**src/rtl/fla_pkg.sv**
```systemverilog
package fla_pkg;

	localparam int RAW_W   = 10;
	localparam int LEVEL_W = 7;
	localparam int QUO_W   = 7;
	localparam int DIV_DW  = 17;
	localparam int DIV_VW  = 10;
	localparam int CNT_W   = 3;

	localparam logic [LEVEL_W-1:0] FULL_SCALE = 7'd100;
	localparam logic [RAW_W-1:0]   RAW_MAX    = 10'h3FF;

	localparam logic REG_ADC_LOW  = 1'b0;
	localparam logic REG_ADC_HIGH = 1'b1;

	typedef enum logic [2:0] {
		ST_IDLE,
		ST_PCT_START,
		ST_PCT_WAIT,
		ST_UPDATE,
		ST_AVG_START,
		ST_AVG_WAIT,
		ST_DONE
	} fla_state_t;

	typedef enum logic {
		DIV_PCT,
		DIV_AVG
	} fla_div_sel_t;

	typedef struct packed {
		logic         load_x;
		logic         div_start;
		fla_div_sel_t div_sel;
		logic         update;
		logic         load_out;
	} fla_cmd_t;

	typedef struct packed {
		logic div_busy;
	} fla_stat_t;

endpackage

```
**src/rtl/fla_div.sv**
```systemverilog
module fla_div (
	input  logic                          clk,
	input  logic                          arst_n,
	input  logic                          start,
	input  logic [fla_pkg::DIV_DW-1:0]    dividend,
	input  logic [fla_pkg::DIV_VW-1:0]    divisor,
	output logic [fla_pkg::QUO_W-1:0]     quotient,
	output logic                          busy
);

	logic [fla_pkg::DIV_DW-1:0] rem_q;
	logic [fla_pkg::DIV_DW-1:0] dsh_q;
	logic [fla_pkg::QUO_W-1:0]  quo_q;
	logic [fla_pkg::CNT_W-1:0]  cnt_q;
	logic                       busy_q;
	logic                       fits;

	// quotient is known to stay below 2**QUO_W, so only QUO_W restoring steps
	assign fits = (rem_q >= dsh_q);

	always_ff @(posedge clk or negedge arst_n) begin
		if (!arst_n) begin
			busy_q <= 1'b0;
			cnt_q  <= '0;
		end else if (start) begin
			busy_q <= 1'b1;
			cnt_q  <= fla_pkg::CNT_W'(fla_pkg::QUO_W - 1);
		end else if (busy_q) begin
			if (cnt_q == '0) begin
				busy_q <= 1'b0;
			end
			cnt_q <= cnt_q - 1'b1;
		end
	end

	always_ff @(posedge clk) begin
		if (start) begin
			rem_q <= dividend;
			dsh_q <= fla_pkg::DIV_DW'(divisor) << (fla_pkg::QUO_W - 1);
			quo_q <= '0;
		end else if (busy_q) begin
			if (fits) begin
				rem_q <= rem_q - dsh_q;
			end
			dsh_q <= dsh_q >> 1;
			quo_q <= {quo_q[fla_pkg::QUO_W-2:0], fits};
		end
	end

	assign quotient = quo_q;
	assign busy     = busy_q;

endmodule

```
**src/rtl/fla_datapath.sv**
```systemverilog
module fla_datapath #(
	parameter int DEPTH = 16
) (
	input  logic                         clk,
	input  logic                         arst_n,
	input  fla_pkg::fla_cmd_t            cmd,
	output fla_pkg::fla_stat_t           stat,
	input  logic                         cfg_we,
	input  logic                         cfg_addr,
	input  logic [fla_pkg::RAW_W-1:0]    cfg_wdata,
	input  logic [fla_pkg::RAW_W-1:0]    raw_sample,
	output logic [fla_pkg::LEVEL_W-1:0]  level_percent,
	output logic                         window_full,
	output logic [fla_pkg::RAW_W-1:0]    lowest_seen,
	output logic [fla_pkg::RAW_W-1:0]    highest_seen
);

	localparam int SW = (DEPTH > 1) ? $clog2(DEPTH) : 1;
	localparam int CW = $clog2(DEPTH + 1);
	localparam int TW = $clog2(DEPTH * 100 + 1);
	localparam logic [SW-1:0] SLOT_LAST = SW'(DEPTH - 1);
	localparam logic [CW-1:0] CNT_FULL  = CW'(DEPTH);

	logic [fla_pkg::RAW_W-1:0]   adc_low_q;
	logic [fla_pkg::RAW_W-1:0]   adc_high_q;
	logic [fla_pkg::RAW_W-1:0]   x_q;
	logic [fla_pkg::RAW_W-1:0]   min_q;
	logic [fla_pkg::RAW_W-1:0]   max_q;
	logic [SW-1:0]               slot_q;
	logic [CW-1:0]               count_q;
	logic [TW-1:0]               total_q;
	logic [fla_pkg::LEVEL_W-1:0] ring [DEPTH];
	logic [fla_pkg::LEVEL_W-1:0] ring_rd_q;
	logic [fla_pkg::LEVEL_W-1:0] level_q;
	logic                        full_q;
	logic [fla_pkg::RAW_W-1:0]   lowest_q;
	logic [fla_pkg::RAW_W-1:0]   highest_q;

	logic                        no_window;
	logic                        full;
	logic [fla_pkg::RAW_W-1:0]   x_clamp;
	logic [fla_pkg::RAW_W-1:0]   span;
	logic [fla_pkg::DIV_DW-1:0]  scaled;
	logic [fla_pkg::DIV_DW-1:0]  div_dividend;
	logic [fla_pkg::DIV_VW-1:0]  div_divisor;
	logic [fla_pkg::QUO_W-1:0]   quotient;
	logic [fla_pkg::LEVEL_W-1:0] pct;
	logic [fla_pkg::LEVEL_W-1:0] leaving;

	always_ff @(posedge clk or negedge arst_n) begin
		if (!arst_n) begin
			adc_low_q  <= '0;
			adc_high_q <= fla_pkg::RAW_MAX;
		end else if (cfg_we) begin
			unique case (cfg_addr)
				fla_pkg::REG_ADC_LOW:  adc_low_q  <= cfg_wdata;
				fla_pkg::REG_ADC_HIGH: adc_high_q <= cfg_wdata;
				default: ;
			endcase
		end
	end

	assign no_window = (adc_high_q <= adc_low_q);
	assign full      = (count_q == CNT_FULL);
	assign span      = adc_high_q - adc_low_q;

	always_comb begin
		if (x_q < adc_low_q) begin
			x_clamp = adc_low_q;
		end else if (x_q > adc_high_q) begin
			x_clamp = adc_high_q;
		end else begin
			x_clamp = x_q;
		end
	end

	assign scaled = fla_pkg::DIV_DW'(x_clamp - adc_low_q) * fla_pkg::DIV_DW'(fla_pkg::FULL_SCALE);

	always_comb begin
		if (cmd.div_sel == fla_pkg::DIV_AVG) begin
			div_dividend = fla_pkg::DIV_DW'(total_q);
			div_divisor  = fla_pkg::DIV_VW'(count_q);
		end else begin
			div_dividend = scaled;
			div_divisor  = span;
		end
	end

	fla_div u_div (
		.clk      (clk),
		.arst_n   (arst_n),
		.start    (cmd.div_start),
		.dividend (div_dividend),
		.divisor  (div_divisor),
		.quotient (quotient),
		.busy     (stat.div_busy)
	);

	// with no usable window the divider result is ignored
	assign pct     = no_window ? fla_pkg::FULL_SCALE : fla_pkg::FULL_SCALE - quotient;
	assign leaving = full ? ring_rd_q : '0;

	always_ff @(posedge clk or negedge arst_n) begin
		if (!arst_n) begin
			min_q   <= fla_pkg::RAW_MAX;
			max_q   <= '0;
			slot_q  <= '0;
			count_q <= '0;
			total_q <= '0;
		end else begin
			if (cmd.load_x) begin
				if (raw_sample < min_q) begin
					min_q <= raw_sample;
				end
				if (raw_sample > max_q) begin
					max_q <= raw_sample;
				end
			end
			if (cmd.update) begin
				total_q <= TW'(total_q - TW'(leaving) + TW'(pct));
				slot_q  <= (slot_q == SLOT_LAST) ? '0 : slot_q + 1'b1;
				if (!full) begin
					count_q <= count_q + 1'b1;
				end
			end
		end
	end

	always_ff @(posedge clk) begin
		if (cmd.load_x) begin
			x_q <= raw_sample;
		end
		if (cmd.update) begin
			ring[slot_q] <= pct;
		end
		ring_rd_q <= ring[slot_q];
	end

	always_ff @(posedge clk) begin
		if (cmd.load_out) begin
			level_q   <= quotient;
			full_q    <= full;
			lowest_q  <= min_q;
			highest_q <= max_q;
		end
	end

	assign level_percent = level_q;
	assign window_full   = full_q;
	assign lowest_seen   = lowest_q;
	assign highest_seen  = highest_q;

endmodule

```
**src/rtl/fla_ctrl.sv**
```systemverilog
module fla_ctrl (
	input  logic                clk,
	input  logic                arst_n,
	input  logic                in_valid,
	output logic                in_ready,
	output logic                out_valid,
	input  logic                out_ready,
	input  fla_pkg::fla_stat_t  stat,
	output fla_pkg::fla_cmd_t   cmd
);

	fla_pkg::fla_state_t state_q;
	fla_pkg::fla_state_t state_d;
	logic                out_valid_q;
	logic                out_free;

	assign out_free = !out_valid_q || out_ready;

	always_comb begin
		state_d = state_q;
		unique case (state_q)
			fla_pkg::ST_IDLE:      if (in_valid) state_d = fla_pkg::ST_PCT_START;
			fla_pkg::ST_PCT_START: state_d = fla_pkg::ST_PCT_WAIT;
			fla_pkg::ST_PCT_WAIT:  if (!stat.div_busy) state_d = fla_pkg::ST_UPDATE;
			fla_pkg::ST_UPDATE:    state_d = fla_pkg::ST_AVG_START;
			fla_pkg::ST_AVG_START: state_d = fla_pkg::ST_AVG_WAIT;
			fla_pkg::ST_AVG_WAIT:  if (!stat.div_busy) state_d = fla_pkg::ST_DONE;
			fla_pkg::ST_DONE:      if (out_free) state_d = fla_pkg::ST_IDLE;
			default:               state_d = fla_pkg::ST_IDLE;
		endcase
	end

	always_comb begin
		cmd           = '0;
		cmd.div_sel   = fla_pkg::DIV_PCT;
		in_ready      = 1'b0;
		unique case (state_q)
			fla_pkg::ST_IDLE: begin
				in_ready   = 1'b1;
				cmd.load_x = in_valid;
			end
			fla_pkg::ST_PCT_START: cmd.div_start = 1'b1;
			fla_pkg::ST_UPDATE:    cmd.update = 1'b1;
			fla_pkg::ST_AVG_START: begin
				cmd.div_start = 1'b1;
				cmd.div_sel   = fla_pkg::DIV_AVG;
			end
			fla_pkg::ST_AVG_WAIT:  cmd.div_sel = fla_pkg::DIV_AVG;
			fla_pkg::ST_DONE:      cmd.load_out = out_free;
			default: ;
		endcase
	end

	always_ff @(posedge clk or negedge arst_n) begin
		if (!arst_n) begin
			state_q     <= fla_pkg::ST_IDLE;
			out_valid_q <= 1'b0;
		end else begin
			state_q <= state_d;
			if (cmd.load_out) begin
				out_valid_q <= 1'b1;
			end else if (out_ready) begin
				out_valid_q <= 1'b0;
			end
		end
	end

	assign out_valid = out_valid_q;

endmodule

```
**src/rtl/fuel_level_averager.sv**
```systemverilog
// Fuel level averager: each raw sample accepted on s_* updates the lowest and
// highest readings seen, is clamped to [adc_low, adc_high] and mapped inverted
// onto 0..100 percent (100 at adc_low, 0 at adc_high, 100 for every sample when
// adc_high <= adc_low). The percent enters a ring of DEPTH entries and one
// result per sample leaves on m_*: the floor average of the stored percents,
// a flag set once DEPTH samples are stored, and the lowest/highest readings.
// One sample is processed at a time, and the next sample can be taken in the
// same cycle as its result becomes valid. Each sample makes two 7-step passes
// through one shared restoring divider (percent scaling, then the average),
// each with a start state and a wait state, plus the update, result and idle
// states. A finished result sits in an output register, so the next sample is
// taken while it waits.
// Write adc_low / adc_high only while the block is idle.
module fuel_level_averager #(
	parameter int DEPTH = 16
) (
	input  logic        clk,
	input  logic        arst_n,
	input  logic        cfg_we,
	input  logic        cfg_addr,
	input  logic [9:0]  cfg_wdata,
	input  logic        s_tvalid,
	output logic        s_tready,
	input  logic [15:0] s_tdata,   // raw_sample[9:0], zero pad
	output logic        m_tvalid,
	input  logic        m_tready,
	output logic [31:0] m_tdata    // level_percent[6:0], window_full[7],
	                               // lowest_seen[17:8], highest_seen[27:18], zero pad
);

	fla_pkg::fla_cmd_t           cmd;
	fla_pkg::fla_stat_t          stat;
	logic [fla_pkg::LEVEL_W-1:0] level_percent;
	logic                        window_full;
	logic [fla_pkg::RAW_W-1:0]   lowest_seen;
	logic [fla_pkg::RAW_W-1:0]   highest_seen;

	fla_ctrl u_ctrl (
		.clk       (clk),
		.arst_n    (arst_n),
		.in_valid  (s_tvalid),
		.in_ready  (s_tready),
		.out_valid (m_tvalid),
		.out_ready (m_tready),
		.stat      (stat),
		.cmd       (cmd)
	);

	fla_datapath #(
		.DEPTH (DEPTH)
	) u_dp (
		.clk           (clk),
		.arst_n        (arst_n),
		.cmd           (cmd),
		.stat          (stat),
		.cfg_we        (cfg_we),
		.cfg_addr      (cfg_addr),
		.cfg_wdata     (cfg_wdata),
		.raw_sample    (s_tdata[fla_pkg::RAW_W-1:0]),
		.level_percent (level_percent),
		.window_full   (window_full),
		.lowest_seen   (lowest_seen),
		.highest_seen  (highest_seen)
	);

	assign m_tdata = {4'b0, highest_seen, lowest_seen, window_full, level_percent};

endmodule

```
**config.mk**
```make
export PLATFORM = sky130hd
export DESIGN_NAME = fuel_level_averager
export DESIGN_NICKNAME = d
export VERILOG_FILES = /design/src/rtl/fla_pkg.sv /design/src/rtl/fla_div.sv /design/src/rtl/fla_datapath.sv /design/src/rtl/fla_ctrl.sv /design/src/rtl/fuel_level_averager.sv
export SDC_FILE = /design/constraint.sdc
export NUM_CORES = 1
export LEC_CHECK = 0
export BUFFER_PORTS_ARGS = -buffer_cell sky130_fd_sc_hd__buf_2
export CAP_MARGIN = 20
export CORE_UTILIZATION = 30
export CTS_CLUSTER_DIAMETER = 50
export CTS_CLUSTER_SIZE = 14
export DETAILED_ROUTE_END_ITERATION = 8
export GPL_TIMING_DRIVEN = 0
export PLACE_DENSITY = 0.52
export SETUP_SLACK_MARGIN = 0.2
export SYNTH_ARGS = -nofsm -noshare
export SYNTH_HDL_FRONTEND = slang
export SYNTH_HIERARCHICAL = 1
export SYNTH_SLANG_ARGS = --single-unit
```
**constraint.sdc**
```tcl
create_clock -name clk -period 8 [get_ports clk]
set_input_delay 0.4 -clock clk [delete_from_list [all_inputs] [get_ports clk]]
set_output_delay 0.4 -clock clk [all_outputs]
set_load 0.02 [all_outputs]
```
Word level (Yosys, flattened, before mapping). Memories as Yosys holds them, arrays and structs flattened. A register that Yosys moved wholly into a read port is not among the register bits. Cells that the tools add are included. W data, S select, Z words.

Bitwise logic cells: 2. Multiply operators: 1. Shift-type cells: 0. Muxes and demuxes: 32. $add $sub $neg: 9. $lt $le $gt $ge: 6. Reductions and logical operators: 16. Equal/unequal tests: 12. Divide/modulo/power cells: 0.

Operator list (count): $mux W17 (4); $mux W16 (2); $mux W10 (3); $pmux W3 S7 (1); $gt A10 B10 Y1 (2); $lt A10 B10 Y1 (2); $mux W3 (6); $ge A17 B16 Y1 (1); $mul A17 B5 Y15 const B (1); $sub A17 B16 Y17 (1); $mux W7 (2); $mux W1 (13); $reduce_and A2 Y1 (6); $add A11 B7 Y11 (1); $sub A10 B10 Y11 (1); $sub A11 B7 Y11 (1); $le A10 B10 Y1 (1); $sub A10 B10 Y10 (1); $eq A3 B3 Y1 const B (3); $sub A7 B7 Y7 const A (1); $eq A3 B2 Y1 const B (2); $logic_not A3 Y1 (2); $ne A2 B2 Y1 const B (3); $reduce_bool A2 Y1 (3); other kinds (13) (15).

Bits in read-only memories: 0. RAM bits: 112. Register bits: 146. Output and inout port bits: 34. Word-level logic and storage cells: 99. Bits of input ports: 32. Memories: 1. Bits in latches: 0.

Memory list: u_dp.ring (words 16, bits a word 7, read ports 1, clocked after Yosys merged registers in 1, write ports 1, RTL line fla_datapath.sv:32) `logic [fla_pkg::LEVEL_W-1:0] ring [DEPTH];`.

Logic depth before layout (Yosys ltp). Gate-level depths: netlist of the first run.

Word-level depth: 7. Mapped depth: 30. Mapped depth without buffers: 29.

By module. The synthesis of the first run kept the hierarchy.

Modules (own cells, without submodules): fla_datapath (area each 12112.9 µm², instances 1, cells an instance 944, seq. area each 6170.9 µm²); fla_div (area each 2681.3 µm², instances 1, cells an instance 286, seq. area each 1171.1 µm²); fla_ctrl (area each 249.0 µm², instances 1, cells an instance 28, seq. area each 100.1 µm²); fuel_level_averager (area each 41.3 µm², instances 1, cells an instance 6, seq. area each 0.0 µm²).

Worst setup path before layout of the first run. No wires, ideal clock.

Path kind: register to register. From: register u_dp/adc_high_q[7] in the netlist's numbering. To: register u_dp/u_div/rem_q[16] in the netlist's numbering, data pin. Cell stages (with the launch flop): 29. Setup time: 265 ps. Data required time: 7735 ps. Path slack: 978 ps. Clock period less this slack: 7022 ps. Data arrival time: 6758 ps. Buffers on the path: 1. Cell sequence: dfstp_2 -> inv_1 -> ha_1 -> a211oi_1 -> nor2_1 -> o41a_1 -> buf_4 -> mux2i_1 -> mux2i_1 -> ha_1 -> fa_1 -> nor2b_1 -> o31a_1 -> o2111ai_1 -> and3_1 -> nor3_1 -> inv_1 -> fa_1 -> inv_1 -> fa_1 -> inv_1 -> ha_1 -> and3_1 -> a2111o_1 -> a311oi_1 -> or4_1 -> a21oi_1 -> a221oi_1 -> nand3_1.

Longest elaborated chain between the ends: 7.

RTL lines: start, declared (RTL line fla_datapath.sv:25) `logic [fla_pkg::RAW_W-1:0] adc_high_q;`; start signal, assigned (RTL line fla_datapath.sv:53) `adc_high_q <= fla_pkg::RAW_MAX;`; start signal, assigned (RTL line fla_datapath.sv:57) `fla_pkg::REG_ADC_HIGH: adc_high_q <= cfg_wdata;`; $gt A10 B10 Y1 (RTL line fla_datapath.sv:70) `end else if (x_q > adc_high_q) begin`; $mux W10 (*) (RTL line fla_datapath.sv:70); $mux W10 (*) (RTL line fla_datapath.sv:68) `if (x_q < adc_low_q) begin`; $sub A10 B10 Y11 (*) (RTL line fla_datapath.sv:77) `assign scaled = fla_pkg::DIV_DW'(x_clamp - adc_low_q) * fla_pkg::DIV_DW'(fla_pkg::FULL_SCALE);`; $mul A17 B5 Y15 (*) (RTL line fla_datapath.sv:77); $mux W17 (*) (RTL line fla_datapath.sv:80) `if (cmd.div_sel == fla_pkg::DIV_AVG) begin`; named net u_dp.div_dividend (one bit) (RTL line fla_datapath.sv:44) `logic [fla_pkg::DIV_DW-1:0] div_dividend;`; $mux W17 (*) (RTL line fla_div.sv:37) `if (start) begin`; end signal, assigned (RTL line fla_div.sv:38) `rem_q <= dividend;`; end signal, assigned (RTL line fla_div.sv:43) `rem_q <= rem_q - dsh_q;`; end, declared (RTL line fla_div.sv:11) `logic [fla_pkg::DIV_DW-1:0] rem_q;`.

The timed path passes the listed nets; every way through them passes the cells marked *. A chain may end at the register's enable or synchronous reset.

Final worst setup path of the first run. Same ends and word-level chain as after synthesis.

==> results of run 1 <==
==> cell type report <==
cell class | count | share of cell area [%]
Clock inverter | 18 | 1.18
Tap cell | 664 | 4.76
Timing Repair Buffer | 72 | 2.59
Inverter | 136 | 2.92
Buffer | 48 | 1.28
Sequential cell | 265 | 42.6
Clock buffer | 40 | 4.82
Multi-Input combinational cell | 818 | 39.8
==> layer usage <==
layer / GRT usage (%) / part of all wire [%] / vias to the layer above
li1: - / - / 4787
met1: 20.3 / 48 / 4789
met2: 22.1 / 45 / 160
met3: 2.33 / 4.5 / 43
met4: 3.29 / 2.0 / 0
met5: 0 / 0 / -
==> kinds of logic (layout without fill, tap and decap cells) <==
kind of cell	count (synthesis)	in the layout	share of synthesized area [%]
compound gates	227	227	10.3
xor+xnor	48	48	2.79
fa+ha+maj	144	144	12.9
buf+inv	184	314	4.86
flops	265	265	49.3
mux	119	119	11.2
other cells	1	4	0.0249
simple gates	276	276	8.63
==> sequential cells by signal, summed over array words and instances, names as in the netlist, 11 cells and up <==
signal,cells
u_dp/u_div/rem_q,17
u_dp/ring,112
u_dp/u_div/dsh_q,16
u_dp/total_q,11
==> cells in the mapped netlist (6+ instances only) <==
cell type  instances
dfrtp_1           48
a21o_1            17
and2_1            11
nand4_1           13
and3_1             7
o31a_1             6
a21oi_1           45
dfstp_2           20
mux2_2            42
edfxtp_1         177
o21ai_0           47
fa_1              19
o21a_1            19
nand2_1           94
nor2_1            67
buf_4              8
dfxtp_1           20
nor3_1            28
clkbuf_1          30
inv_1            135
nand2b_1          10
o21ai_1           21
mux2i_1           41
mux4_2            35
nand3_1            8
xnor2_1           30
xor2_1            18
o31ai_1           16
nor2b_1           19
ha_1             125
==> through the flow <==
step / setup WS (ns) / util (%) / instances
final: 0.652 / 35.4 / 2061
after global routing: 0.206 / 35.4 / 2061
after CTS: 0.339 / 35.4 / 2056
after detailed placement: -0.166 / 33.2 / 1997
after global placement: -0.0856 / 32.9 / 1986
after floorplan: 0.978 / - / 1267
==> critical path: cells and delay by family (launching register included) <==
kind / cells / cell delay (ns)
muxes: 3 / 0.82
AOI/OAI and AO/OA: 10 / 2.57
DFF: 1 / 0.57
adders and majority gates: 6 / 2.00
buffers and inverters: 4 / 0.34
and+or+nand+nor: 6 / 0.79
==> worst paths after layout <==
path	from	end	slack, ns	cells past startpoint
min in group asynchronous	arst_n	u_dp/adc_low_q[2]$_DFFE_PN0P_	0.29	2
worst max-delay path	u_dp/adc_high_q[7]$_DFFE_PN1P_	u_dp/u_div/rem_q[16]$_DFFE_PP_	0.65	29
max in group asynchronous	arst_n	u_dp/adc_high_q[8]$_DFFE_PN1P_	7.07	3
worst min-delay path	cfg_wdata[2]	u_dp/adc_low_q[2]$_DFFE_PN0P_	0.03	3
worst min register to register	u_dp/max_q[8]$_DFFE_PN0P_	u_dp/highest_seen[8]$_DFFE_PP_	0.47	0
worst max register to register	u_dp/adc_high_q[7]$_DFFE_PN1P_	u_dp/u_div/rem_q[16]$_DFFE_PP_	0.65	29
==> what timing repair did <==
item                                    CTS  global route
endpoints found under the hold margin    22             0
endpoints found under the setup margin    1             1
pin swaps                                 0             1
buffers inserted                          0             2
resized for setup                         2             2
hold buffers                              1             0
==> results.sh, run 1 <==
export IMPL_grt_pass1_vias=9639
export IMPL_path_common_cell="ha_1"
export IMPL_numPortBuffers=55
export IMPL_syn_area_mm2=0.0151
export IMPL_setup_tns_ns=0
export IMPL_hold_viol_final=0
export IMPL_ys_seq_area_share_pct=49.3
export IMPL_multiInputGateArea_mm2=0.00695
export IMPL_nNetsFinal=1548
export IMPL_synth_top_area_cell="edfxtp_1"
export IMPL_drt_pass1_iter_count=5
export IMPL_design_area_mm2=0.0175
export IMPL_synth_edff_count=177
export IMPL_cp_required_ns=8.33
export IMPL_final_common_cell="edfxtp_1"
export IMPL_finalWeightedCongestion=0.809
export IMPL_grt_max_degree=45
export IMPL_cts_sinks=265
export IMPL_clk_latency_ns=0.59
export IMPL_boundaryPins=66
export IMPL_synthCells=1264
export IMPL_tightestPinTransition_ns=1.16
export IMPL_ys_ff_latch=265
export IMPL_synth_top_area_share_pct=35.2
export IMPL_overflow=0
export IMPL_maxCapViolCount=0
export IMPL_worstPathArrival_ns=7.68
export IMPL_holdWs_ns=0.0349
export IMPL_place_area_mm2=0.0163
export IMPL_rsz0062_at_grt="false"
export IMPL_setup_violations=0
export IMPL_synthArstFlopShare_pct=25.7
export IMPL_period_needed_ns=7.35
export IMPL_dieArea_mm2=0.0512
export IMPL_die_w_um=226
export IMPL_cp_end_kind="flip-flop"
export IMPL_start_kind="flip-flop"
export IMPL_wirelength_mm=35.8
export IMPL_drv_slew=0
export IMPL_fin_skew_ns=0.0275
export IMPL_layout_drive_gt1_share_pct=18.2
export IMPL_cts_inserted_buffers=31
export IMPL_cts_tree="yes"
export IMPL_clockBufferDepth=3
export IMPL_start_util_pct=30.6
export IMPL_crit_fanout=10
export IMPL_relSlewSlack_pct=22.0
export IMPL_synth_main_ff_cell="edfxtp_1"
export IMPL_drtIter0Drc=638
export IMPL_syn_to_final_growth_pct=15.7
export IMPL_via_per_inst=4.74
export IMPL_max_stage_delay_ns=0.57
export IMPL_vias=9779
export IMPL_fillers=4884
export IMPL_avgRoutedWirePerCell_um=17.4
export IMPL_clkTransAtPathRegs_ns=0.07
export IMPL_htreeDepth=1
export IMPL_ys_types=72
export IMPL_die_h_um=226
export IMPL_grt_use_total_pct=14.1
export IMPL_min_path_type="in -> reg"
export IMPL_core_area_mm2=0.0493
export IMPL_final_cell_mix="177 x edfxtp_1, 135 x inv_1, 125 x ha_1"
export IMPL_place_hpwl_mm=27.0
export IMPL_seq_area_mm2=0.00744
export IMPL_worst_path_max_delay_cell="dfstp_2"
export IMPL_ys_warn_count=6
export IMPL_critPathKind="reg -> reg"
export IMPL_grt_pass1_wl_mm=55.7
export IMPL_clock_fmax_mhz=136
export IMPL_detail_route_antenna_nets=0
export IMPL_n_antenna_cell=0
export IMPL_clockRootBuffer="clkbuf_16"
export IMPL_syn_area_per_cell_um2=11.9
export IMPL_status="finished, final reports clean"
export IMPL_antenna_found_initial=0
export IMPL_route_detailed_drc=0
export IMPL_rows=81
export IMPL_fin_crit_sh_pct=91.9
export IMPL_synthTopCellsByArea="edfxtp_1 35%, ha_1 10%, dfrtp_1 8.0%"
Power of run 1 is left out: the tool's default activity adds up to more than one toggle a clock period on the data nets, which glitch-free logic cannot reach.
==> inputs of run 2 (changes only) <==
==> constraint.sdc (replaced) <==
create_clock -name clk -period 7.65 [get_ports clk]
set_input_delay 0.3825 -clock clk [delete_from_list [all_inputs] [get_ports clk]]
set_output_delay 0.3825 -clock clk [all_outputs]
set_load 0.02 [all_outputs]
==> run 2 against run 1 <==
Hold slack lost 0.0045 ns. Highest routed layer unchanged. Core utilization up 0.23 points. Largest cell class unchanged. First-iteration DRC count down 7.5%. Non-clock buffer count increased by 5. Die area is the same. Sequential share of layout area decreased by 0.27 points.
==> results.sh, run 2 (synthesis results as in run 1) <==
export IMPL_grt_util_met1_pct=20.3
export IMPL_relSlewSlack_pct=22.3
export IMPL_syn_to_final_growth_pct=16.5
export IMPL_n_antenna_cell=0
export IMPL_start_kind="flip-flop"
export IMPL_die_w_um=226
export IMPL_grt_use_total_pct=14.1
export IMPL_grt_max_degree=45
export IMPL_ff2ff_path_depth=29
export IMPL_maxCapViolCount=0
export IMPL_regToRegSetupSlack_ns=0.53
export IMPL_reg_largest_list="u_dp/ring (112), u_dp/u_div/rem_q (17), u_dp/u_div/dsh_q (16)"
export IMPL_grt_pass1_vias=9661
export IMPL_detail_route_antenna_nets=0
export IMPL_numPortBuffers=55
export IMPL_status="finished, final reports clean"
export IMPL_max_stage_delay_ns=0.55
export IMPL_cts_inserted_buffers=31
export IMPL_setup_violations=0
export IMPL_post_place_ws_ns=-0.516
export IMPL_place_hpwl_mm=27.0
export IMPL_htreeDepth=1
export IMPL_start_util_pct=30.6
export IMPL_worst_path_max_delay_cell="dfstp_2"
export IMPL_fin_skew_ns=0.0252
export IMPL_min_path_type="in -> reg"
export IMPL_avgRoutedWirePerCell_um=17.4
export IMPL_fin_crit_sh_pct=93.0
export IMPL_layout_drive_gt1_share_pct=18.9
export IMPL_dieArea_mm2=0.0512
export IMPL_antenna_found_initial=0
export IMPL_regToRegEndpoint="u_dp/u_div/rem_q[16]$_DFFE_PP_"
export IMPL_period_needed_ns=7.12
export IMPL_crit_fanout=10
export IMPL_largest_reg_flops=112
export IMPL_critPathKind="reg -> reg"
export IMPL_boundaryPins=66
export IMPL_clockBufferDepth=3
export IMPL_grt_pass1_wl_mm=55.7
export IMPL_grt_busiest_layer="met2"
export IMPL_r2r_start="u_dp/adc_high_q[7]$_DFFE_PN1P_"
export IMPL_place_area_mm2=0.0163
export IMPL_hold_path_startpoint="cfg_wdata[7]"
export IMPL_grt_util_met2_pct=22.2
export IMPL_finalWeightedCongestion=0.809
export IMPL_rsz0062_at_grt="false"
export IMPL_layout_setup_ws_ns=0.533
export IMPL_hold_depth=3
export IMPL_via_per_inst=4.75
export IMPL_cts_sinks=265
export IMPL_clkTransAtPathRegs_ns=0.07
export IMPL_rows=81
export IMPL_tightestPinTransition_ns=1.16
export IMPL_overflow=0
export IMPL_cts_tree="yes"
export IMPL_clockRootBuffer="clkbuf_16"
export IMPL_drt_pass1_iter_count=5
export IMPL_fillers=4866
export IMPL_drtIter0Drc=590
export IMPL_clk_latency_ns=0.59
export IMPL_largest_register="u_dp/ring"
export IMPL_final_common_cell="edfxtp_1"
export IMPL_cp_end_kind="flip-flop"
export IMPL_path_common_cell="ha_1"
export IMPL_hold_end="u_dp/adc_low_q[7]$_DFFE_PN0P_"
export IMPL_die_h_um=226
export IMPL_final_cell_mix="177 x edfxtp_1, 135 x inv_1, 123 x ha_1"
export IMPL_design_area_mm2=0.0176
export IMPL_met3_usage_pct=2.33
export IMPL_route_detailed_drc=0
export IMPL_hold_viol_final=0
export IMPL_nNetsFinal=1553
export IMPL_cp_required_ns=7.98
export IMPL_wirelength_mm=36.0
export IMPL_core_area_mm2=0.0493
export IMPL_vias=9807
export IMPL_worstPathArrival_ns=7.45
export IMPL_clock_fmax_mhz=141
export IMPL_drv_slew=0
-- run 2: cell types whose count changed in the layout (fill, tap and decap cells not counted), sizes merged --
cell,change
buf,+3
dlygate4sd3,+2
-- run 2: what timing repair did --
action,CTS,global route
hold buffers,3,0
buffers inserted,1,4
pin swaps,1,6
resized for setup,4,13
setup endpoints to repair,1,1
hold endpoints to repair,24,0
-- run 2: metrics by stage --
| stage | hold slack [ns] | std cells | utilization (%) | TNS, ns |
|---|---|---|---|---|
| floorplan | 0.0869 | 1267 | - | 0 |
| global placement | 0.459 | 1986 | 32.9 | -0.436 |
| detailed placement | 0.354 | 1997 | 33.2 | -0.516 |
| CTS | 0.00217 | 2059 | 35.4 | 0 |
| global route | 0.0149 | 2066 | 35.7 | 0 |
| finish | 0.0304 | 2066 | 35.7 | 0 |
-- run 2: critical path, delay by kind of cell, from the launching register on --
kind / cells / cell delay (ns)
compound gates: 10 / 2.47
fa+ha+maj: 6 / 1.92
mux: 3 / 0.81
simple gates: 6 / 0.78
flops: 1 / 0.55
buf+inv: 4 / 0.33
-- run 2: worst max path at each step --
stage,from,endpoint,slack [ns],cells after the start
2_1_floorplan,u_dp/adc_high_q[7]$_DFFE_PN1P_,u_dp/u_div/rem_q[16]$_DFFE_PP_,0.63,28
3_3_place_gp,u_dp/adc_low_q[1]$_DFFE_PN0P_,u_dp/u_div/rem_q[16]$_DFFE_PP_,-0.44,29
3_5_place_dp,u_dp/adc_low_q[1]$_DFFE_PN0P_,u_dp/u_div/rem_q[16]$_DFFE_PP_,-0.52,29
4_1_cts,u_dp/adc_high_q[7]$_DFFE_PN1P_,u_dp/u_div/rem_q[16]$_DFFE_PP_,0.23,29
5_1_grt,u_dp/adc_high_q[7]$_DFFE_PN1P_,u_dp/u_div/rem_q[16]$_DFFE_PP_,0.21,29
6_report,u_dp/adc_high_q[7]$_DFFE_PN1P_,u_dp/u_div/rem_q[16]$_DFFE_PP_,0.53,29
-- run 2: per-layer routing --
metal	vias up	wire length, um
met5	-	0
met2	149	16400
met3	41	1480
met4	0	699
met1	4827	17400
li1	4790	-
-- run 2: cell type report --
type	count	area (um2)	share of cell area (%)
Clock buffer	40	841	4.79
Inverter	136	510	2.91
Sequential cell	265	7440	42.4
Timing Repair Buffer	77	494	2.81
Buffer	48	229	1.30
Tap cell	664	831	4.73
Multi-Input combinational cell	818	7020	39.9
Clock inverter	18	206	1.17
Power of run 2 is left out for the same reason.
==> inputs of run 3 (changes only) <==
--- a/config.mk
+++ b/config.mk
@@ -13,6 +13,7 @@
 export DETAILED_ROUTE_END_ITERATION = 8
 export GPL_TIMING_DRIVEN = 0
 export PLACE_DENSITY = 0.52
+export RECOVER_POWER = 50
 export SETUP_SLACK_MARGIN = 0.2
 export SYNTH_ARGS = -nofsm -noshare
 export SYNTH_HDL_FRONTEND = slang
==> run 3 against run 2 <==
The flow now finishes with violations (capacitance limit, slew limit). Fmax barely moved. Critical path depth did not move. Final cell count did not move. Count of clock-buffer cells in the layout did not move. Core utilization fell by 0.25 points. Non-clock buffer count did not move. Highest routed layer unchanged.
==> results.sh, run 3 (synthesis results as in run 1) <==
export IMPL_rows=81
export IMPL_finalWeightedCongestion=0.809
export IMPL_largest_register="u_dp/ring"
export IMPL_final_cell_mix="177 x edfxtp_1, 135 x inv_1, 123 x ha_1"
export IMPL_drv_slew=71
export IMPL_min_path_type="in -> reg"
export IMPL_drtIter0Drc=597
export IMPL_drt_pass1_iter_count=5
export IMPL_antenna_found_initial=0
export IMPL_boundaryPins=66
export IMPL_overflow=0
export IMPL_grt_use_total_pct=14.1
export IMPL_cp_num_buf_inv=4
export IMPL_setup_violations=0
export IMPL_numPortBuffers=55
export IMPL_grt_max_degree=45
export IMPL_vias=9804
export IMPL_core_area_mm2=0.0493
export IMPL_detail_route_antenna_nets=0
export IMPL_cp_end_kind="flip-flop"
export IMPL_die_w_um=226
export IMPL_path_delay_family="compound AO/OA/AOI/OAI gates"
export IMPL_reg_largest_list="u_dp/ring (112), u_dp/u_div/rem_q (17), u_dp/u_div/dsh_q (16)"
export IMPL_largest_reg_flops=112
export IMPL_worst_path_max_delay_cell="dfstp_2"
export IMPL_rsz0062_at_grt="false"
export IMPL_cts_tree="yes"
export IMPL_route_detailed_drc=0
export IMPL_worstPathArrival_ns=7.45
export IMPL_clkTransAtPathRegs_ns=0.07
export IMPL_tightestPinTransition_ns=2.75
export IMPL_via_per_inst=4.75
export IMPL_clk_latency_ns=0.59
export IMPL_clockBufferDepth=3
export IMPL_fin_skew_ns=0.0270
export IMPL_n_antenna_cell=0
export IMPL_start_kind="flip-flop"
export IMPL_cp_required_ns=7.98
export IMPL_path_common_cell="ha_1"
export IMPL_grt_pass1_vias=9661
export IMPL_maxCapViolCount=2
export IMPL_clockRootBuffer="clkbuf_16"
export IMPL_max_stage_delay_ns=0.55
export IMPL_crit_fanout=10
export IMPL_cp_depth=29
export IMPL_hold_depth=3
export IMPL_violations="capacitance limit, slew limit"
export IMPL_grt_pass1_wl_mm=55.7
export IMPL_nNetsFinal=1553
export IMPL_period_needed_ns=7.12
export IMPL_regToRegSetupSlack_ns=0.53
export IMPL_cts_sinks=265
export IMPL_hold_viol_final=0
export IMPL_fin_crit_sh_pct=93.1
export IMPL_avgRoutedWirePerCell_um=17.4
export IMPL_clock_fmax_mhz=140
export IMPL_ff2ff_path_depth=29
export IMPL_layout_setup_ws_ns=0.528
export IMPL_layout_drive_gt1_share_pct=13.8
export IMPL_status="complete, but fails checks"
export IMPL_critPathKind="reg -> reg"
export IMPL_dieArea_mm2=0.0512
export IMPL_wirelength_mm=36.0
export IMPL_start_util_pct=30.6
export IMPL_syn_to_final_growth_pct=15.7
export IMPL_cts_inserted_buffers=31
export IMPL_htreeDepth=1
export IMPL_die_h_um=226
export IMPL_relSlewSlack_pct=-83.3
export IMPL_place_hpwl_mm=27.0
export IMPL_final_common_cell="edfxtp_1"
export IMPL_post_place_ws_ns=-0.516
## run 3: worst register-to-register path: cells and delay by family (launching register included)
| family | cells | cell delay [ns] |
|---|---|---|
| AOI/OAI and AO/OA | 10 | 2.48 |
| adders and majority gates | 6 | 1.92 |
| buffers and inverters | 4 | 0.33 |
| DFF | 1 | 0.55 |
| muxes | 3 | 0.81 |
| and+or+nand+nor | 6 | 0.78 |
## run 3: stage by stage
step	std cells	util (%)	cell area, um2	hold WS [ns]	TNS [ns]
after floorplan	1267	-	15100	0.0869	0
after global routing	2066	35.4	17400	0.0149	0
after global placement	1986	32.9	16200	0.459	-0.436
after CTS	2059	35.4	17400	0.00217	0
final	2066	35.4	17400	0.0299	0
after detailed placement	1997	33.2	16300	0.354	-0.516
## run 3: cell type report
| type | instances | area, um2 |
|---|---|---|
| plain buffers | 48 | 224 |
| clock buffers | 40 | 841 |
| clock inverters | 18 | 206 |
| fillers | 4900 | 31800 |
| inverters | 136 | 510 |
| multi-input cells | 818 | 7000 |
| flip-flops and latches | 265 | 7440 |
| well taps | 664 | 831 |
| repair buffers | 77 | 393 |
## run 3: metal layers
metal	track usage (%)	vias to the layer above	routed length (um)
met5	0	-	0
met4	3.29	0	715
met3	2.33	43	1290
met2	22.2	133	16400
met1	20.3	4841	17600
li1	-	4787	-
## run 3: final timing paths
kind,end,startpoint
max in group asynchronous,u_dp/total_q[6]$_DFFE_PN0P_,arst_n
setup reg to reg,u_dp/u_div/rem_q[16]$_DFFE_PP_,u_dp/adc_high_q[7]$_DFFE_PN1P_
min in group asynchronous,u_dp/adc_low_q[2]$_DFFE_PN0P_,arst_n
hold / removal,u_dp/adc_low_q[7]$_DFFE_PN0P_,cfg_wdata[7]
hold reg to reg,u_dp/highest_seen[8]$_DFFE_PP_,u_dp/max_q[8]$_DFFE_PN0P_
setup / recovery,u_dp/u_div/rem_q[16]$_DFFE_PP_,u_dp/adc_high_q[7]$_DFFE_PN1P_
## run 3: what timing repair did
item	CTS	global route
setup endpoints to repair	1	1
pin swaps	1	6
hold endpoints to repair	24	0
resized for setup	4	13
hold buffers	3	0
cloned	0	0
setup buffers	1	4
Power of run 3 is left out for the same reason.
